$ cat src/dane_owner_name_checker_top_macros.svh
// ---------------------------------------------------------------------------
// dane owner name checker assertion macros
// concurrent assertion helpers on i_clk, with and without reset masking
// ---------------------------------------------------------------------------
`ifndef DANE_OWNER_NAME_CHECKER_TOP_MACROS_SVH
`define DANE_OWNER_NAME_CHECKER_TOP_MACROS_SVH

`ifndef NO_ASSERTIONS

// checked only out of reset
`define DONC_ASSERT(lbl, prop) \
    lbl: assert property (@(posedge i_clk) disable iff (!i_rst_n) prop) \
        else $error("dane owner name checker assertion failed");

// checked during reset as well
`define DONC_ASSERT_RST(lbl, prop) \
    lbl: assert property (@(posedge i_clk) prop) \
        else $error("dane owner name checker reset assertion failed");

`else

`define DONC_ASSERT(lbl, prop)
`define DONC_ASSERT_RST(lbl, prop)

`endif

`endif

$ cat src/donc_pkg.sv
// ---------------------------------------------------------------------------
// donc_pkg
// shared types, constants and tail candidate text for the owner name checker
// ---------------------------------------------------------------------------
`default_nettype none

package donc_pkg;

    typedef enum logic [2:0] {
        PH_START    = 3'd0,
        PH_PORT     = 3'd1,
        PH_TLSA_TL  = 3'd2,
        PH_TLSA_END = 3'd3,
        PH_HEX      = 3'd4,
        PH_SMI_TL   = 3'd5,
        PH_SMI_END  = 3'd6
    } t_phase;

    typedef struct packed {
        t_phase      phase;
        logic [16:0] port_acc;
        logic [5:0]  hex_cnt;
        logic [3:0]  suf_pos;
        logic [3:0]  suf_flags;
        logic [3:0]  tail_len;
        logic        failed;
    } t_name_state;

    localparam t_name_state NAME_STATE_RST = '{
        phase:     PH_START,
        port_acc:  17'd0,
        hex_cnt:   6'd0,
        suf_pos:   4'd0,
        suf_flags: 4'hf,
        tail_len:  4'd0,
        failed:    1'b0
    };

    // configuration register indexes
    localparam logic CFG_IDX_MODE   = 1'b0;
    localparam logic CFG_IDX_ENABLE = 1'b1;

    localparam logic [16:0] PORT_MAX        = 17'd65535;
    localparam logic [16:0] PORT_SAT        = 17'd65536;
    localparam logic [5:0]  HASH_DIGITS     = 6'd56;
    localparam logic [5:0]  HEX_CNT_SAT     = 6'd63;
    localparam logic [3:0]  CNT4_SAT        = 4'd15;
    localparam logic [3:0]  TLSA_TAIL_MIN   = 4'd6;
    localparam logic [3:0]  SMIMEA_TAIL_MIN = 4'd11;

    localparam logic [7:0] CH_UNDERSCORE = 8'h5f;
    localparam logic [7:0] CH_DOT        = 8'h2e;
    localparam logic [7:0] CH_NUL        = 8'h00;

    // candidate tails, right-justified, first character in the top byte used
    localparam int unsigned N_CAND = 4;
    localparam logic [87:0] CAND_TEXT [N_CAND] = '{
        88'("_tcp."), 88'("_udp."), 88'("_sctp."), 88'("_smimecert.")
    };
    localparam logic [3:0] CAND_LEN [N_CAND] = '{4'd5, 4'd5, 4'd6, 4'd11};

    // character at position pos of candidate k, valid only while pos < length
    function automatic logic [7:0] cand_char(input int unsigned k, input logic [3:0] pos);
        int unsigned idx;
        logic [7:0]  ch;
        ch = 8'h00;
        if (pos < CAND_LEN[k]) begin
            idx = (int'(CAND_LEN[k]) - 1 - int'(pos)) * 8;
            ch  = CAND_TEXT[k][idx +: 8];
        end
        return ch;
    endfunction

endpackage

`default_nettype wire

$ cat src/donc_suffix.sv
// ---------------------------------------------------------------------------
// donc_suffix
// tail prefix matcher: drops candidates that disagree at the current position
// ---------------------------------------------------------------------------
`default_nettype none

module donc_suffix
    import donc_pkg::*;
(
    input  wire logic [7:0] i_char,
    input  wire logic [3:0] i_pos,
    input  wire logic [3:0] i_flags,
    output logic      [3:0] o_flags
);

    always_comb begin
        o_flags = i_flags;
        for (int unsigned k = 0; k < N_CAND; k++) begin
            if ((i_pos < CAND_LEN[k]) && (i_char != cand_char(k, i_pos))) begin
                o_flags[k] = 1'b0;
            end
        end
    end

endmodule

`default_nettype wire

$ cat src/donc_core.sv
// ---------------------------------------------------------------------------
// donc_core
// per-character state update and result evaluation for one owner name word
// ---------------------------------------------------------------------------
`default_nettype none

module donc_core
    import donc_pkg::*;
(
    input  wire t_name_state  i_state,
    input  wire logic [7:0]   i_char,
    input  wire logic         i_mode,
    input  wire logic         i_enabled,
    output t_name_state       o_state,
    output logic              o_ok,
    output logic [15:0]       o_port
);

    logic [3:0]  suf_flags_upd;
    logic [20:0] acc_x10;
    logic        is_dec;
    logic        is_hex;
    t_phase      ph;
    logic        first;

    donc_suffix u_suffix (
        .i_char  (i_char),
        .i_pos   (i_state.suf_pos),
        .i_flags (i_state.suf_flags),
        .o_flags (suf_flags_upd)
    );

    assign is_dec = (i_char >= 8'h30) && (i_char <= 8'h39);
    assign is_hex = is_dec || ((i_char >= 8'h61) && (i_char <= 8'h66))
                    || ((i_char >= 8'h41) && (i_char <= 8'h46));

    // acc * 10 + digit as shift-and-add
    assign acc_x10 = ({4'b0, i_state.port_acc} << 3) + ({4'b0, i_state.port_acc} << 1)
                     + {17'b0, i_char[3:0]};

    always_comb begin
        o_state = i_state;
        first   = (i_state.phase == PH_START);
        ph      = i_state.phase;
        if (first) begin
            ph = i_mode ? PH_HEX : PH_PORT;
        end
        o_state.phase = ph;

        case (ph)
            PH_PORT: begin
                if (first) begin
                    if (i_char != CH_UNDERSCORE) o_state.failed = 1'b1;
                end else if (!i_state.failed) begin
                    if (is_dec) begin
                        o_state.port_acc = (acc_x10 > {4'b0, PORT_MAX}) ? PORT_SAT
                                                                         : acc_x10[16:0];
                    end else if ((i_char == CH_DOT) && (i_state.port_acc != 17'd0)
                                 && (i_state.port_acc <= PORT_MAX)) begin
                        o_state.phase = PH_TLSA_TL;
                    end else begin
                        o_state.failed = 1'b1;
                    end
                end
            end
            PH_HEX: begin
                if (!i_state.failed) begin
                    if (is_hex) begin
                        if (i_state.hex_cnt < HEX_CNT_SAT)
                            o_state.hex_cnt = i_state.hex_cnt + 6'd1;
                    end else if ((i_char == CH_DOT) && (i_state.hex_cnt == HASH_DIGITS)) begin
                        o_state.phase = PH_SMI_TL;
                    end else begin
                        o_state.failed = 1'b1;
                    end
                end
            end
            PH_TLSA_TL, PH_SMI_TL: begin
                if (i_char == CH_NUL) begin
                    o_state.phase = (ph == PH_TLSA_TL) ? PH_TLSA_END : PH_SMI_END;
                end else begin
                    o_state.suf_flags = suf_flags_upd;
                    if (i_state.suf_pos < CNT4_SAT) o_state.suf_pos = i_state.suf_pos + 4'd1;
                    if (i_state.tail_len < CNT4_SAT)
                        o_state.tail_len = i_state.tail_len + 4'd1;
                end
            end
            default: begin
            end
        endcase
    end

    // verdict from the state after this character
    always_comb begin
        o_ok   = 1'b0;
        o_port = 16'd0;
        if (!o_state.failed) begin
            if ((o_state.phase == PH_TLSA_TL) || (o_state.phase == PH_TLSA_END)) begin
                o_ok = (o_state.tail_len >= TLSA_TAIL_MIN) && (o_state.suf_flags[2:0] != 3'b0);
                if (o_ok) o_port = o_state.port_acc[15:0];
            end else if ((o_state.phase == PH_SMI_TL) || (o_state.phase == PH_SMI_END)) begin
                o_ok = (o_state.tail_len >= SMIMEA_TAIL_MIN) && o_state.suf_flags[3];
            end
        end
        if (!i_enabled) begin
            o_ok   = 1'b1;
            o_port = 16'd0;
        end
    end

endmodule

`default_nettype wire

$ cat src/dane_owner_name_checker_top.sv
// ---------------------------------------------------------------------------
// dane_owner_name_checker_top
// streaming policy check of tlsa / smimea owner names, one character a word
// ---------------------------------------------------------------------------
// the owner name arrives one character per input word, with i_last_char set
// on the final one; only that word produces a result word (name_ok and the
// decoded port). the block takes one word every cycle unless the output
// stalls; the per-name state update, including the multiply by ten of the
// port digits, is combinational; the verdict is on the output register in the
// cycle after the flagged word is accepted. check_mode is latched into the
// name state by the first character, check_enabled is looked at on the last
// one. configuration should only be written while no name is in flight.
`default_nettype none

`include "dane_owner_name_checker_top_macros.svh"

module dane_owner_name_checker_top
    import donc_pkg::*;
(
    input  wire logic        i_clk,
    input  wire logic        i_rst_n,
    // configuration write port
    input  wire logic        i_cfg_we,
    input  wire logic        i_cfg_index,
    input  wire logic        i_cfg_data,
    // character stream in
    input  wire logic        i_in_valid,
    output logic             o_in_ready,
    input  wire logic [7:0]  i_name_char,
    input  wire logic        i_last_char,
    // verdict out
    output logic             o_out_valid,
    input  wire logic        i_out_ready,
    output logic             o_name_ok,
    output logic [15:0]      o_port_number
);

    // configuration registers
    logic r_mode;
    logic r_enabled;

    // running name state
    t_name_state r_state;
    t_name_state n_state;

    // result register
    logic        r_out_valid;
    logic        n_out_valid;
    logic        r_ok;
    logic [15:0] r_port;

    logic        core_ok;
    logic [15:0] core_port;
    logic        in_acc;

    donc_core u_core (
        .i_state   (r_state),
        .i_char    (i_name_char),
        .i_mode    (r_mode),
        .i_enabled (r_enabled),
        .o_state   (n_state),
        .o_ok      (core_ok),
        .o_port    (core_port)
    );

    // the result register frees up in the same cycle it is read out
    assign o_in_ready = !r_out_valid || i_out_ready;
    assign in_acc     = i_in_valid && o_in_ready;

    always_comb begin
        n_out_valid = r_out_valid && !i_out_ready;
        if (in_acc && i_last_char) n_out_valid = 1'b1;
    end

    always_ff @(posedge i_clk) begin
        if (!i_rst_n) begin
            r_mode      <= 1'b0;
            r_enabled   <= 1'b0;
            r_state     <= NAME_STATE_RST;
            r_out_valid <= 1'b0;
        end else begin
            if (i_cfg_we) begin
                case (i_cfg_index)
                    CFG_IDX_MODE:   r_mode    <= i_cfg_data;
                    CFG_IDX_ENABLE: r_enabled <= i_cfg_data;
                    default: begin
                    end
                endcase
            end
            // name state restarts after the flagged character
            if (in_acc) r_state <= i_last_char ? NAME_STATE_RST : n_state;
            r_out_valid <= n_out_valid;
        end
    end

    // payload, no reset needed
    always_ff @(posedge i_clk) begin
        if (in_acc && i_last_char) begin
            r_ok   <= core_ok;
            r_port <= core_port;
        end
    end

    assign o_out_valid   = r_out_valid;
    assign o_name_ok     = r_ok;
    assign o_port_number = r_port;

    // a failing name never reports a port
    `DONC_ASSERT(a_fail_no_port, (r_out_valid && !r_ok) |-> (r_port == 16'd0))
    // the flagged word always lands in the result register
    `DONC_ASSERT(a_last_gives_result, (in_acc && i_last_char) |=> r_out_valid)
    // an unflagged word never creates a result
    `DONC_ASSERT(a_mid_no_result, (in_acc && !i_last_char && !r_out_valid) |=> !r_out_valid)
    // reset empties the result register
    `DONC_ASSERT_RST(a_reset_empty, !i_rst_n |=> !r_out_valid)

endmodule

`default_nettype wire

$ cat config.mk
export PLATFORM = sky130hd
export DESIGN_NAME = dane_owner_name_checker_top
export DESIGN_NICKNAME = d
export VERILOG_FILES = /design/src/donc_pkg.sv /design/src/donc_suffix.sv /design/src/donc_core.sv /design/src/dane_owner_name_checker_top.sv
export VERILOG_INCLUDE_DIRS = /design/src /design/src/src
export SDC_FILE = /design/constraint.sdc
export NUM_CORES = 1
export LEC_CHECK = 0
export BUFFER_PORTS_ARGS = -buffer_cell sky130_fd_sc_hd__buf_2
export CAP_MARGIN = 20
export CORE_MARGIN = 4
export CORE_UTILIZATION = 35
export CTS_CLUSTER_SIZE = 30
export DETAILED_ROUTE_END_ITERATION = 8
export SYNTH_ARGS = -nofsm -noshare
export SYNTH_HDL_FRONTEND = slang
export SYNTH_SLANG_ARGS = --single-unit
$ cat constraint.sdc
create_clock -name i_clk -period 6.1 [get_ports i_clk]
set_clock_uncertainty 0.2 [all_clocks]
set_input_delay 1.525 -clock i_clk [delete_from_list [all_inputs] [get_ports i_clk]]
set_output_delay 1.525 -clock i_clk [all_outputs]
set_load 0.03 [all_outputs]
==> run_summary.xml <==
<?xml version="1.0" encoding="UTF-8"?>
<metrics>
  <group name="critical_path">
    <metric name="worst_path_largest_cell_delay" unit="ps">620</metric>
    <metric name="critical_path.cell_chain" unit="">buf_2 -&gt; inv_1 -&gt; fa_1 -&gt; fa_1 -&gt; nand2b_1 -&gt; a211oi_1 -&gt; o21a_1 -&gt; nor2_1 -&gt; a211o_1 -&gt; nor4_4 -&gt; and4_1 -&gt; a22o_1</metric>
    <metric name="worstSetupEndpointType" unit="">flip-flop</metric>
    <metric name="arrival" unit="ps">5030</metric>
    <metric name="timing.critical_path.mode_cell" unit="">fa_1</metric>
    <metric name="timing.critical_path.slowest_stage_cell" unit="">and4_1</metric>
    <metric name="worst-setup-path-type" unit="">in -&gt; reg</metric>
    <metric name="worstPathMaxFanout" unit="">16</metric>
    <metric name="cp_data_required_time" unit="ps">6170</metric>
    <metric name="delay_heaviest_family_cp" unit="">simple AND/OR/NAND/NOR gates</metric>
    <metric name="startpoint_type" unit="">primary input</metric>
    <metric name="critPathBufInv" unit="">2</metric>
    <metric name="rrSetupSlack" unit="ps">1830</metric>
  </group>
  <group name="sta">
    <metric name="grt_setup_unrepaired" unit="">false</metric>
    <metric name="finalSetupViolCount" unit="">0</metric>
    <metric name="finalHoldViolCount" unit="">0</metric>
    <metric name="slew-limit-headroom" unit="%">42.9</metric>
    <metric name="timing_worst_slew_pin_value" unit="ps">855</metric>
    <metric name="final.min_clock_period" unit="ps">4960</metric>
    <metric name="slew_violations" unit="">0</metric>
    <metric name="max_frequency" unit="MHz">202</metric>
    <metric name="finalSetupTns" unit="ps">0</metric>
    <metric name="fin_crit_sh" unit="%">81.3</metric>
  </group>
  <group name="power_and_ir_drop">
    <metric name="power_density" unit="nW/um2">175</metric>
    <metric name="irDropWorstVdd" unit="mV">0.116</metric>
    <metric name="total_power" unit="W">0.00104</metric>
    <metric name="cellLeakagePower" unit="nW">2.29</metric>
  </group>
  <group name="logic_synthesis">
    <metric name="synth_top_flop_cell" unit="">dfxtp_1</metric>
    <metric name="average_size_of_a_mapped_cell" unit="um2">7.90</metric>
    <metric name="commonest_cells_post_synth" unit="">nand2_1, nor2_1, a21oi_1, ha_1, dfxtp_1</metric>
    <metric name="synthesis.area" unit="um2">5360</metric>
    <metric name="synth-warning-count" unit="">0</metric>
    <metric name="ys_top_cells_by_area" unit="">dfxtp_1, ha_1, edfxtp_1, nand2_1, a21oi_1</metric>
    <metric name="syn_inst" unit="">679</metric>
    <metric name="count_of_distinct_cell_types_in_the_synthesized_netlist" unit="">79</metric>
    <metric name="yosysTopAreaCell" unit="">dfxtp_1</metric>
    <metric name="yosysTopAreaCellShare" unit="%">15.7</metric>
    <metric name="synth.net_count" unit="">741</metric>
    <metric name="synth-seq-cells" unit="">59</metric>
    <metric name="yosys.cell_count.top_type" unit="">nand2_1</metric>
    <metric name="synth_edf_count" unit="">17</metric>
    <metric name="ys_async_sr_fraction" unit="%">0</metric>
    <metric name="fraction_of_the_yosys_area_taken_by_sequential_cells" unit="%">25.2</metric>
  </group>
  <group name="grt">
    <metric name="grt_first_pass_wirelength" unit="mm">24.6</metric>
    <metric name="antenna_found_initial" unit="">0</metric>
    <metric name="grt_start_max_net_pins" unit="">39</metric>
    <metric name="first_global_vias" unit="">4856</metric>
    <metric name="track_usage" unit="%">16.8</metric>
    <metric name="grt_overflow" unit="">0</metric>
  </group>
  <group name="finish">
    <metric name="final_layout_size_suffix_gt1_share" unit="%">11.6</metric>
    <metric name="finalInstanceArea" unit="um2">5920</metric>
    <metric name="antenna-diode-count" unit="">0</metric>
    <metric name="syn_to_final_growth" unit="%">10.4</metric>
    <metric name="fill_cells" unit="">1503</metric>
    <metric name="total_area_of_multi_input_combinational_cells" unit="um2">3710</metric>
    <metric name="design.final.nets" unit="">748</metric>
    <metric name="register_area" unit="um2">1350</metric>
  </group>
  <group name="floorplanning">
    <metric name="floorplan.initialDensity" unit="%">36.3</metric>
    <metric name="overall_die_area" unit="um2">17400</metric>
    <metric name="pin_count" unit="">35</metric>
    <metric name="num_rows" unit="">44</metric>
    <metric name="die_h" unit="um">132</metric>
    <metric name="floorplan.core_area" unit="um2">14800</metric>
    <metric name="die-width" unit="um">132</metric>
  </group>
  <group name="clock_network">
    <metric name="post_cts_buffers" unit="">0</metric>
    <metric name="clk_path_buf_depth" unit="">2</metric>
    <metric name="root_buffer" unit="">clkbuf_16</metric>
    <metric name="clock_sinks" unit="">59</metric>
    <metric name="tritoncts.num_buffers" unit="">9</metric>
    <metric name="cts.repair.resized" unit="">0</metric>
    <metric name="clk_latency_worst_skew_pair" unit="ps">330</metric>
    <metric name="postCtsHoldBufs" unit="">0</metric>
    <metric name="cts_tree" unit="">done</metric>
    <metric name="cts-htree-levels" unit="">3</metric>
    <metric name="clk_transition_reported_paths" unit="ps">60</metric>
  </group>
  <group name="outcome">
    <metric name="outcome" unit="">completed</metric>
  </group>
  <group name="route">
    <metric name="routed-via-count" unit="">5215</metric>
    <metric name="routed_wire_length_per_instance" unit="um">16.9</metric>
    <metric name="drcViolationCount" unit="">0</metric>
    <metric name="drt_pre_antenna_iters" unit="">5</metric>
    <metric name="postRouteWirelength" unit="mm">14.8</metric>
    <metric name="first_iter_violations" unit="">474</metric>
    <metric name="via_per_inst" unit="">5.96</metric>
    <metric name="drtAntennaViolNets" unit="">0</metric>
  </group>
  <group name="run">
    <metric name="cap_violations" unit="">0</metric>
  </group>
  <group name="placed_design">
    <metric name="port_buffers" unit="">34</metric>
    <metric name="detailedPlacementHpwl" unit="mm">10.8</metric>
    <metric name="placed_cell_area" unit="um2">5600</metric>
    <metric name="finalWeightedCongestion" unit="">0.878</metric>
  </group>
  <group name="hold_path">
    <metric name="min_path_type" unit="">reg -&gt; reg</metric>
  </group>
</metrics>
-- worst register-to-register path, cell delays in order, from the launching register on --
cell and delay [ps]:
dfxtp_1 690, inv_1 290, ha_1 350, buf_4 210, nor4b_1 660, a21oi_1 150
or3b_2 220, nand3_1 80, o211ai_1 150, o211ai_2 160, o2111ai_4 590, o211ai_1 220
-- report_power, final --
part / total, W / switching, W / internal, W
registers: 0.000416 / 0.00000545 / 0.000410
clock network: 0.000541 / 0.000183 / 0.000358
logic: 0.0000802 / 0.0000569 / 0.0000233
-- metal layers --
layer	wire length, um	global-route usage, %	share of wire (%)
met1	6610	21.8	45
met2	7200	28.9	49
met3	821	3.13	5.5
met4	187	4.26	1.3
met5	0	0	0
-- final timing paths --
check,from,endpoint,cells after the start
worst max-delay path,i_name_char[3],r_state[22],12
worst min-delay path,r_state[6],r_state[6],1
worst max register to register,r_state[10],o_name_ok,11
worst min register to register,r_state[6],r_state[6],1
-- logic make-up after synthesis --
kind of cell               after synthesis  synth area share (%)
adders and majority gates               46                  11.0
AOI/OAI and AO/OA                      209                  27.1
xor gates and xnor gates                28                  4.57
muxes                                    5                 0.957
buffers and inverters                   70                  5.62
and+or+nand+nor                        262                  25.5
DFF                                     59                  25.2
-- area by class of cell --
class	count	area share, %
clock buffers	10	3.87
clock inverters	6	1.50
inverters	27	1.71
multi-input cells	550	62.7
flip-flops and latches	59	22.8
well taps	184	3.89
repair buffers	39	3.51
-- placed cells by master (no fill, tap or decap), types with 5 or more instances in the layout --
| cell type | instances |
|---|---|
| a21oi_1 | 46 |
| nor3b_1 | 6 |
| a21o_1 | 9 |
| a21boi_0 | 9 |
| a22o_1 | 16 |
| xor2_1 | 8 |
| nor2b_1 | 14 |
| nand3_1 | 35 |
| o211ai_1 | 8 |
| a22oi_1 | 7 |
| xnor2_1 | 20 |
| o21ai_0 | 37 |
| nor3_1 | 18 |
| nor2_1 | 54 |
| buf_2 | 34 |
| a31oi_1 | 15 |
| nand4b_1 | 5 |
| nand2_1 | 63 |
| nand3b_1 | 5 |
| nor4_1 | 11 |
| inv_1 | 26 |
| o31ai_1 | 5 |
| a211oi_1 | 5 |
| clkbuf_16 | 9 |
| nand2b_1 | 10 |
| nand4_1 | 6 |
| ha_1 | 44 |
| a21oi_2 | 9 |
| edfxtp_1 | 17 |
| and2_1 | 9 |
| dfxtp_1 | 42 |
| buf_4 | 5 |
-- sequential cells by signal, summed over array words and instances, names as in the netlist --
| register | cells |
|---|---|
| o_port_number | 16 |
| r_state | 39 |
| r_enabled | 1 |
| o_name_ok | 1 |
| o_out_valid | 1 |
| r_mode | 1 |
-- metrics by stage --
step | worst slack (ps) | cells | util [%] | hold WS, ps
after global placement | 909 | 859 | 38.0 | 235
after CTS | 1130 | 875 | 40.1 | 257
after detailed placement | 797 | 859 | 38.0 | 248
after floorplan | 1070 | 679 | - | 227
after global routing | 880 | 875 | 40.1 | 286
final | 1140 | 875 | 40.1 | 258
Note: power is estimated with default switching activity, not from simulation.
